**src/rtl/dhe_pkg.sv**
```systemverilog
// Package for the Diffie-Hellman exchange block: default sizes and the
// shared-unit operation codes. No dependencies.
package dhe_pkg;
  localparam int unsigned QBitsDefault   = 16;
  localparam int unsigned MaxFacDefault  = 6;

  typedef enum logic [1:0] {
    OP_MOD  = 2'd0,  // a % m
    OP_DIV  = 2'd1,  // a / m
    OP_MUL  = 2'd2   // (a * b) % m
  } dhe_op_t;
endpackage

```
**src/rtl/dhe_alu.sv**
```systemverilog
// Shared iterative unit: restoring divide for mod/div, and shift-add
// modular multiply, one bit per cycle. Uses dhe_pkg.
module dhe_alu import dhe_pkg::*; #(
  parameter int unsigned QBits = QBitsDefault
) (
  input  logic             clk,
  input  logic             rst,
  input  logic             start,
  input  dhe_op_t          op,
  input  logic [QBits-1:0] a,
  input  logic [QBits-1:0] b,
  input  logic [QBits-1:0] m,
  output logic             done,
  output logic [QBits-1:0] res
);
  localparam int unsigned CW = $clog2(QBits + 1);

  typedef enum logic [1:0] { S_IDLE, S_RUN, S_DONE } st_t;

  st_t              st;
  dhe_op_t          opr;
  logic [QBits-1:0] sh;       // dividend shift or multiplier bits
  logic [QBits-1:0] mb;       // multiplicand
  logic [QBits-1:0] mm;
  logic [QBits:0]   rem;
  logic [QBits-1:0] quo;
  logic [CW-1:0]    cnt;

  logic [QBits+1:0] dbl, dsub, radd, rsub;
  logic [QBits:0]   rsh, rsub0;

  always_comb begin
    // divide step
    rsh   = {rem[QBits-1:0], sh[QBits-1]};
    rsub0 = rsh - {1'b0, mm};
    // multiply step (Horner, msb first): r = 2r mod m, then + b mod m
    dbl   = {1'b0, rem} << 1;
    dsub  = (dbl >= {2'b0, mm}) ? dbl - {2'b0, mm} : dbl;
    radd  = dsub + (sh[QBits-1] ? {2'b0, mb} : '0);
    rsub  = (radd >= {2'b0, mm}) ? radd - {2'b0, mm} : radd;
  end

  always_ff @(posedge clk) begin
    if (rst) begin
      st   <= S_IDLE;
      done <= 1'b0;
    end else begin
      done <= 1'b0;
      unique case (st)
        S_IDLE: if (start) begin
          opr <= op;
          mm  <= m;
          cnt <= CW'(QBits);
          rem <= '0;
          quo <= '0;
          if (op == OP_MUL) begin
            sh <= a;
            mb <= (b >= m) ? b - m : b;  // b reduced by one conditional subtract of m
          end else begin
            sh <= a;
            mb <= '0;
          end
          st <= S_RUN;
        end
        S_RUN: begin
          if (opr == OP_MUL) begin
            rem <= rsub[QBits:0];
          end else if (!rsub0[QBits]) begin
            rem <= rsub0;
            quo <= {quo[QBits-2:0], 1'b1};
          end else begin
            rem <= rsh;
            quo <= {quo[QBits-2:0], 1'b0};
          end
          sh  <= sh << 1;
          cnt <= cnt - 1'b1;
          if (cnt == CW'(1)) st <= S_DONE;
        end
        S_DONE: begin
          res  <= (opr == OP_DIV) ? quo : rem[QBits-1:0];
          done <= 1'b1;
          st   <= S_IDLE;
        end
        default: st <= S_IDLE;
      endcase
    end
  end
endmodule

```
**src/rtl/diffie_hellman_exchange_top.sv**
```systemverilog
// Top level of the Diffie-Hellman exchange block: sequencer around the
// shared divide/multiply unit. Uses dhe_pkg and dhe_alu.
//
//  channel | direction | handshake         | payload
//  in      | input     | in_valid/in_stall | q_modulus, private_key_a, private_key_b
//  out     | output    | out_valid/out_stall | status, generator, public_a/b, shared_key
//
// Every arithmetic step (mod, div, modular multiply) runs on the one shared
// unit. An item's cost is set by trial division, the root search and the
// exponentiations; a bad key or a modulus below two is rejected at the
// check, before any of them.
// One item at a time: in_stall is high from acceptance until the result
// register empties. Reset is synchronous and clears the sequencer and out_valid.
module diffie_hellman_exchange_top import dhe_pkg::*; #(
  parameter int unsigned QBits  = QBitsDefault,
  parameter int unsigned MaxFac = MaxFacDefault
) (
  input  logic             clk,
  input  logic             rst,
  input  logic             in_valid,
  output logic             in_stall,
  input  logic [QBits-1:0] q_modulus,
  input  logic [QBits-1:0] private_key_a,
  input  logic [QBits-1:0] private_key_b,
  output logic             out_valid,
  input  logic             out_stall,
  output logic             status,
  output logic [QBits-1:0] generator,
  output logic [QBits-1:0] public_a,
  output logic [QBits-1:0] public_b,
  output logic [QBits-1:0] shared_key
);
  localparam int unsigned FW = (MaxFac > 1) ? $clog2(MaxFac) : 1;
  localparam int unsigned NW = $clog2(MaxFac + 1);

  typedef enum logic [4:0] {
    S_IDLE, S_CHK, S_PT_D, S_PT_SQ, S_PT_CMP, S_PT_MOD,
    S_FC_SQ, S_FC_CMP, S_FC_MOD, S_FC_DIV,
    S_RT_G, S_RT_EXP, S_RT_TEST,
    S_EX_SET, S_PW_STEP, S_PW_SQ, S_PW_END, S_OUT
  } st_t;

  st_t              st;
  st_t              ret;       // where to go after an exponentiation
  logic [QBits-1:0] q, xa, xb;
  logic [QBits-1:0] d;         // trial divisor
  logic             d_ovf;     // trial divisor ran past the word
  logic [QBits-1:0] n;         // remaining cofactor of q-1
  logic [QBits-1:0] fac [MaxFac];
  logic [NW-1:0]    fcnt;
  logic [NW-1:0]    k;
  logic [QBits-1:0] g;
  logic [QBits-1:0] acc, base, ex;
  logic [1:0]       pw_ph;     // power phase sub-step
  logic [1:0]       which;     // 0 ya, 1 yb, 2 key
  logic [QBits-1:0] ya, yb;
  logic             sq_hi;     // d*d above the bound (q or n), or search done

  logic             alu_start, alu_done;
  dhe_op_t          alu_op;
  logic [QBits-1:0] alu_a, alu_b, alu_m, alu_res;
  logic [2*QBits-1:0] dsq;

  dhe_alu #(.QBits(QBits)) u_alu (
    .clk(clk), .rst(rst), .start(alu_start), .op(alu_op),
    .a(alu_a), .b(alu_b), .m(alu_m), .done(alu_done), .res(alu_res)
  );

  assign in_stall = (st != S_IDLE);
  assign dsq = (2*QBits)'(d) * (2*QBits)'(d);   // full-width square, one multiplier

  always_ff @(posedge clk) begin
    if (rst) begin
      st        <= S_IDLE;
      out_valid <= 1'b0;
      alu_start <= 1'b0;
    end else begin
      alu_start <= 1'b0;
      unique case (st)
        S_IDLE: if (in_valid) begin
          q  <= q_modulus;
          xa <= private_key_a;
          xb <= private_key_b;
          st <= S_CHK;
        end
        S_CHK: begin
          if (q <= QBits'(1) || xa >= q || xb >= q) begin
            status <= 1'b1; generator <= '0; public_a <= '0;
            public_b <= '0; shared_key <= '0;
            out_valid <= 1'b1; st <= S_OUT;
          end else if (q == QBits'(2)) begin
            status <= 1'b0; generator <= QBits'(1); public_a <= QBits'(1);
            public_b <= QBits'(1); shared_key <= QBits'(1);
            out_valid <= 1'b1; st <= S_OUT;
          end else begin
            d <= QBits'(2); d_ovf <= 1'b0; st <= S_PT_SQ;
          end
        end
        // primality by trial division over every d with d*d <= q
        S_PT_SQ: begin
          sq_hi <= d_ovf || (dsq[2*QBits-1:QBits] != '0) || (dsq[QBits-1:0] > q);
          st <= S_PT_CMP;
        end
        S_PT_CMP: begin
          if (sq_hi) begin
            n <= q - 1'b1; fcnt <= '0; d <= QBits'(2); d_ovf <= 1'b0;
            st <= S_FC_SQ;
          end else begin
            alu_op <= OP_MOD; alu_a <= q; alu_m <= d; alu_b <= '0;
            alu_start <= 1'b1; st <= S_PT_MOD;
          end
        end
        S_PT_MOD: if (alu_done) begin
          if (alu_res == '0) begin
            status <= 1'b1; generator <= '0; public_a <= '0;
            public_b <= '0; shared_key <= '0;
            out_valid <= 1'b1; st <= S_OUT;
          end else begin
            {d_ovf, d} <= {1'b0, d} + 1'b1;
            st <= S_PT_SQ;
          end
        end
        // prime factors of q-1, up to MaxFac; the last may repeat
        S_FC_SQ: begin
          sq_hi <= d_ovf || (n <= QBits'(1)) ||
                   (dsq[2*QBits-1:QBits] != '0) || (dsq[QBits-1:0] > n);
          st <= S_FC_CMP;
        end
        S_FC_CMP: begin
          if (sq_hi) begin
            if (n > QBits'(1) && fcnt < NW'(MaxFac)) begin
              fac[fcnt[FW-1:0]] <= n; fcnt <= fcnt + 1'b1;
            end
            g <= QBits'(2); st <= S_RT_G;
          end else begin
            alu_op <= OP_MOD; alu_a <= n; alu_m <= d; alu_b <= '0;
            alu_start <= 1'b1; st <= S_FC_MOD;
          end
        end
        S_FC_MOD: if (alu_done) begin
          if (alu_res == '0) begin
            if ((fcnt == '0 || fac[fcnt[FW-1:0] - 1'b1] != d) &&
                fcnt < NW'(MaxFac)) begin
              fac[fcnt[FW-1:0]] <= d; fcnt <= fcnt + 1'b1;
            end
            alu_op <= OP_DIV; alu_a <= n; alu_m <= d;
            alu_start <= 1'b1; st <= S_FC_DIV;
          end else begin
            {d_ovf, d} <= {1'b0, d} + 1'b1;
            st <= S_FC_SQ;
          end
        end
        S_FC_DIV: if (alu_done) begin
          n <= alu_res; st <= S_FC_SQ;
        end
        // root search: g passes when g^((q-1)/f) != 1 for every factor
        S_RT_G: begin
          if (g >= q) begin
            status <= 1'b1; generator <= '0; public_a <= '0;
            public_b <= '0; shared_key <= '0;
            out_valid <= 1'b1; st <= S_OUT;
          end else begin
            k <= '0; st <= S_RT_EXP;
          end
        end
        S_RT_EXP: begin
          if (k >= fcnt) begin
            which <= 2'd0; st <= S_EX_SET;
          end else begin
            alu_op <= OP_DIV; alu_a <= q - 1'b1; alu_m <= fac[k[FW-1:0]];
            alu_start <= 1'b1; st <= S_RT_TEST; pw_ph <= 2'd0;
          end
        end
        S_RT_TEST: if (alu_done) begin
          // quotient ready: run g^quot
          acc <= QBits'(1); base <= g; ex <= alu_res; ret <= S_RT_TEST;
          st <= S_PW_STEP;
        end
        // exponentiations for the results
        S_EX_SET: begin
          acc <= QBits'(1); ret <= S_EX_SET;
          unique case (which)
            2'd0: begin base <= g;  ex <= xa; end
            2'd1: begin base <= g;  ex <= xb; end
            default: begin base <= yb; ex <= xa; end
          endcase
          st <= S_PW_STEP;
        end
        // square and multiply on the shared unit
        S_PW_STEP: begin
          if (ex == '0) begin
            st <= S_PW_END;
          end else if (ex[0]) begin
            alu_op <= OP_MUL; alu_a <= acc; alu_b <= base; alu_m <= q;
            alu_start <= 1'b1; pw_ph <= 2'd1; st <= S_PW_SQ;
          end else begin
            alu_op <= OP_MUL; alu_a <= base; alu_b <= base; alu_m <= q;
            alu_start <= 1'b1; pw_ph <= 2'd2; st <= S_PW_SQ;
          end
        end
        S_PW_SQ: if (alu_done) begin
          if (pw_ph == 2'd1) begin
            acc <= alu_res;
            alu_op <= OP_MUL; alu_a <= base; alu_b <= base; alu_m <= q;
            alu_start <= 1'b1; pw_ph <= 2'd2;
          end else begin
            base <= alu_res; ex <= ex >> 1; st <= S_PW_STEP;
          end
        end
        S_PW_END: begin
          if (ret == S_RT_TEST) begin
            if (acc == QBits'(1)) begin
              g <= g + 1'b1; st <= S_RT_G;
            end else begin
              k <= k + 1'b1; st <= S_RT_EXP;
            end
          end else begin
            unique case (which)
              2'd0: begin ya <= acc; which <= 2'd1; st <= S_EX_SET; end
              2'd1: begin yb <= acc; which <= 2'd2; st <= S_EX_SET; end
              default: begin
                status <= 1'b0; generator <= g; public_a <= ya;
                public_b <= yb; shared_key <= acc;
                out_valid <= 1'b1; st <= S_OUT;
              end
            endcase
          end
        end
        S_OUT: if (!out_stall) begin
          out_valid <= 1'b0; st <= S_IDLE;
        end
        default: st <= S_IDLE;
      endcase
    end
  end
endmodule

```
**config.mk**
```make
export PLATFORM = sky130hd
export DESIGN_NAME = diffie_hellman_exchange_top
export DESIGN_NICKNAME = d
export VERILOG_FILES = /design/src/rtl/dhe_pkg.sv /design/src/rtl/dhe_alu.sv /design/src/rtl/diffie_hellman_exchange_top.sv
export SDC_FILE = /design/constraint.sdc
export NUM_CORES = 2
export LEC_CHECK = 0
export BUFFER_PORTS_ARGS = -buffer_cell sky130_fd_sc_hd__buf_4
export CAP_MARGIN = 10
export CORE_MARGIN = 1
export CORE_UTILIZATION = 40
export CTS_BUF_LIST = sky130_fd_sc_hd__clkbuf_16
export CTS_CLUSTER_SIZE = 14
export DETAILED_ROUTE_END_ITERATION = 10
export GPL_ROUTABILITY_DRIVEN = 0
export PLACE_DENSITY = 0.55
export SYNTH_ARGS = -nofsm -noshare
export SYNTH_HDL_FRONTEND = slang
export SYNTH_HIERARCHICAL = 1
export SYNTH_SLANG_ARGS = --single-unit
```
**constraint.sdc**
```tcl
create_clock -name clk -period 19.06 [get_ports clk]
set_input_delay 0 -clock clk [delete_from_list [all_inputs] [get_ports clk]]
set_output_delay 0 -clock clk [all_outputs]
set_load 0.01 [all_outputs]
```
Word-level counts from Yosys, hierarchy flattened. Memories as Yosys holds them, arrays and structs flattened. A register that Yosys moved wholly into a read port is not among the register bits. Cells that the tools add are included.

Word-level logic and storage cells: 373. Output and inout bits: 67. Bits in writable memories: 96. Memories kept: 1. Register bits: 422.

Muxes and demuxes: 176. Bitwise gates (word level): 3. Add/sub/neg operators: 12. $mul: 1. Reduce and logical (&&, ||, !) cells: 62. Eq/ne operators: 65. Order comparisons: 13.

Memory list: fac (depth 6, width 16, read ports 2, clocked after memory_dff 1, wr ports 1, RTL line diffie_hellman_exchange_top.sv:49) `logic [QBits-1:0] fac [MaxFac];`.

Operators by type and width (number): $mux W16 (57); $pmux W16 S4 (4); $pmux W16 S3 (5); $pmux W16 S2 (4); $pmux W16 S6 (1); $mux W5 (17); $pmux W5 S17 (1); $pmux W16 S5 (1); $mux W17 (4); $ge A16 B16 Y1 (4); $ne A2 B2 Y1 const B (28); $eq A5 B4 Y1 const B (9); $mux W1 (39); $ge A18 B16 Y1 (2); $pmux W17 S2 (1); $sub A17 B16 Y17 (2); $gt A16 B16 Y1 (2); $le A16 B1 Y1 const B (2); $logic_not A16 Y1 (2); $mul A16 B16 Y32 (1); $mux W2 (16); $reduce_and A8 Y1 (4); $mux W3 (10); $reduce_and A5 Y1 (5); 56 further kinds (111).

Longest topological paths before layout. An unclocked memory read counts as a cell.

Word-level depth: 12. Mapped depth: 32.

Cells and area by module. The synthesis kept the hierarchy.

By module, submodules not included: diffie_hellman_exchange_top (instances 1, seq. area each 12211.7 um^2, cells an instance 2532, area an instance 27973.1 um^2); dhe_alu (instances 1, seq. area each 3183.1 um^2, cells an instance 959, area an instance 8609.5 um^2).

Worst setup path after synthesis. No wires, ideal clock.

Path kind: flip-flop to flip-flop. Start: register d[4]. End: register sq_hi, data pin. Path slack: 12.023 ns. Buffers on the path: 3. Arrival time: 6.770 ns. Stages on the path, launching flop included: 28. Required time: 18.793 ns. Library setup time: 0.267 ns. Cells stage by stage: edfxtp_1 clkbuf_1 buf_1 nand2_1 inv_1 fa_1 inv_1 fa_1 inv_1 fa_1 fa_1 fa_1 inv_1 fa_1 inv_1 ha_1 clkbuf_1 and3_1 and3b_1 a211oi_1 xnor2_1 ha_1 nand4_1 or4_1 nand3_1 nand4_1 nor3_1 nand3_1.

Word-level cells in the longest chain between the ends: 5. Elaborated cells between the ends (all ways): 9. Classes of those cells: 1 x mul; 2 x order compare; 1 x mux; 5 x reduce/logical.

RTL lines: start, declared (RTL line diffie_hellman_exchange_top.sv:46) `logic [QBits-1:0] d;`; start signal, assigned (RTL line diffie_hellman_exchange_top.sv:119) `{d_ovf, d} <= {1'b0, d} + 1'b1;`; start signal, assigned (RTL line diffie_hellman_exchange_top.sv:149) `{d_ovf, d} <= {1'b0, d} + 1'b1;`; $mul A16 B16 Y32 * (RTL line diffie_hellman_exchange_top.sv:70) `assign dsq = (2*QBits)'(d) * (2*QBits)'(d);`; parallel branches: the longest is 3 deep, another holds $gt A16 B16 Y1; $pmux W1 S2 * (RTL line diffie_hellman_exchange_top.sv:79) `unique case (st)`; end signal, assigned (RTL line diffie_hellman_exchange_top.sv:101) `sq_hi <= d_ovf || (dsq[2*QBits-1:QBits] != '0) || (dsq[QBits-1:0] > q);`; end signal, assigned (RTL line diffie_hellman_exchange_top.sv:125) `sq_hi <= d_ovf || (n <= QBits'(1)) ||`; end, declared (RTL line diffie_hellman_exchange_top.sv:57) `logic sq_hi;`.

Mark *: on every way between the ends. A chain may end at the register's enable or synchronous reset.

Worst setup path after layout.
Start: register d[9]. End: register sq_hi, data pin.

Same word-level chain as after synthesis.

==> results.ini <==
[status]
status = completed

[clocking]
cts.reportedPaths.clkPinSlew_ps = 60
h-tree-depth = 2
clk_latency_ps = 680
cts_root_buf = clkbuf_16
cts_sinks = 517
cts_buffers = 59
clock_path_buffers = 3
tritoncts = built
post_cts_buffers = 0

[route]
wl_met3_um = 6928
vias = 27120
drt_wl_total_um = 109600
wl_met1_um = 46530
drtIter0Drc = 2552
ant_nets = 0
via_per_inst = 5.606
dr_wl_met2_um = 52680
remaining_drc_errors = 0
wl_per_cell_um = 22.66
top_layer_used = met5
dr.pass1.iters = 8

[grt]
grt_pass1_vias = 26470
antenna_found_initial = 2
grt_overflow = 0
grt_max_degree = 78
grt_usage_pct = 23.37
grt_pass1_wl_um = 164800

[floorplan]
die_w_um = 304.4
dieArea_um2 = 92670
row_count = 110
initial_utilization_pct = 40.52
ios = 119
die_h_um = 304.4
core-area_um2 = 90290

[yosys]
syn_inst = 3491
ys_async_sr_fraction_pct = 0
synthFlopType = edfxtp_1
synthesis.nets = 3968
seq_area_frac_synth_pct = 42.08
yosys_warnings = 6
synth_edf_count = 504
ys_ff_latch = 517
synthDistinctLibCells = 95
synthesis.area_um2 = 36580
avgSynthCellArea_um2 = 10.48

[critical_path]
cp.required_ps = 19420
start_kind = flip-flop
arrival_ps = 8070
critPathMaxStageDelay_ps = 820
cp-end-kind = flip-flop
cp_slowest_cell = edfxtp_1
path_max_fanout = 20
path_class = reg -> reg

[finish]
largest_reg_flops = 96
syn_to_final_growth_pct = 12.83
nNetsFinal = 4088
layout.cells.non_filler = 4837
antenna_cells = 0
fillCellCount = 8567
drive_above_1_share_pct = 10.60

[timing]
setup_tns_ps = 0
setup_slack_ps = 11350
maxSlewHeadroom_pct = 22.15
max_freq_ghz = 0.1297
hold_violations = 0
setup_violations = 0
finalMaxSlewViolations = 0
timing.hold.ws_ps = 82.10
rsz0062_at_grt = no
min_period_ps = 7711
fin_skew_ps = 55.17
worst_pin_slew_ps = 1162
fin_crit_sh_pct = 40.45

[placed_design]
io_buffers = 118
placed_cells = 4672
pre_cts_ws_ps = 11370
dp_hpwl_um = 82640

[flow_run]
cap_violations = 0

[worst_hold_path]
hp-class = in -> reg

==> per-layer routing <==
metal / GRT usage [%] / vias to the layer above
met1: 31.78 / 13400
met4: 7.388 / 3
met3: 2.925 / 188
met2: 38.73 / 869
met5: 0 / -
li1: - / 12660
==> stage by stage <==
stage                     util (%)  cell area [µm²]
final                        45.72            41270
after global routing         45.72            41270
after CTS                    45.70            41260
after detailed placement     42.91            38740
after global placement       42.91            38740
after floorplan                  -            36580
==> final cells by class <==
cell class                      count  area, µm²  area share (%)
Inverter                          350       1314           3.183
Clock inverter                     52      513.0           1.243
Clock buffer                       59       1476           3.577
Timing Repair Buffer              233       1888           4.574
Sequential cell                   517      15400           37.30
Multi-Input combinational cell   2450      19210           46.55
Tap cell                         1176       1471           3.565
==> layout by cell type, fill, tap and decap left out, drive strengths merged, types with 28 or more instances in the layout <==
master / instances
edfxtp: 504
fa: 169
buf: 179
nand2: 311
mux4: 32
o21ai: 201
ha: 256
clkinv: 31
a22oi: 28
xnor2: 97
and3: 54
mux2: 33
clkbuf: 60
nor2: 233
inv: 360
mux2i: 53
nor3: 55
nor2b: 32
a21o: 55
dlygate4sd3: 53
nand3: 58
nand4: 42
a21oi: 219
o22ai: 36
and2: 142
xor2: 46
==> what timing repair did <==
action,CTS,global route
endpoints found under the hold margin,67,0
hold buffers,53,0
gates resized for setup,0,0
setup endpoints to repair,0,0
==> cell usage after synthesis (41+ instances only) <==
master      n  share of area [%]
nand3_1    58               0.79
nand4_1    41               0.70
fa_1      169                9.2
nor2_1    233                2.4
mux2i_1    53                1.5
xnor2_1    97                2.3
a21o_1     55                1.1
inv_1     347                3.6
and2_1    141                2.4
nor3_1     54               0.74
and3_1     54               0.92
xor2_1     45                1.1
ha_1      256                8.8
clkbuf_1  131                1.3
edfxtp_1  504                 41
o21ai_0   177                2.4
nand2_1   308                3.2
a21oi_1   218                3.0
==> logic make-up (layout without fill, tap and decap cells) <==
logic type / after synthesis / count (layout) / share of synthesized area, %
AND/OR/NAND/NOR: 1053 / 1053 / 14.30
multiplexers: 118 / 118 / 4.446
flip-flops: 517 / 517 / 42.08
buffers and inverters: 524 / 694 / 5.698
AO/OA/AOI/OAI: 711 / 711 / 12.03
XOR/XNOR: 143 / 143 / 3.444
adder cells (fa/ha/maj): 425 / 425 / 18.00
==> worst max-delay path, delay by kind of cell, from the launching register on <==
family,cells,cell delay (ps)
buffers and inverters,5,560
XOR/XNOR,1,200
AND/OR/NAND/NOR,6,1180
adder cells (fa/ha/maj),8,3600
flip-flops,1,820
AO/OA/AOI/OAI,6,1090
==> path summary, 6_finish.rpt <==
check,start,endpoint,slack (ps),cells after the start
min reg2reg,alu_m[5],u_alu/mm[5],470,0
min,q_modulus[8],q[8],80,2
max reg2reg,d[9],sq_hi,11350,26
max,d[9],sq_hi,11350,26
Power is left out: the tool's default activity adds up to more than one toggle a clock period on the data nets, which glitch-free logic cannot reach.
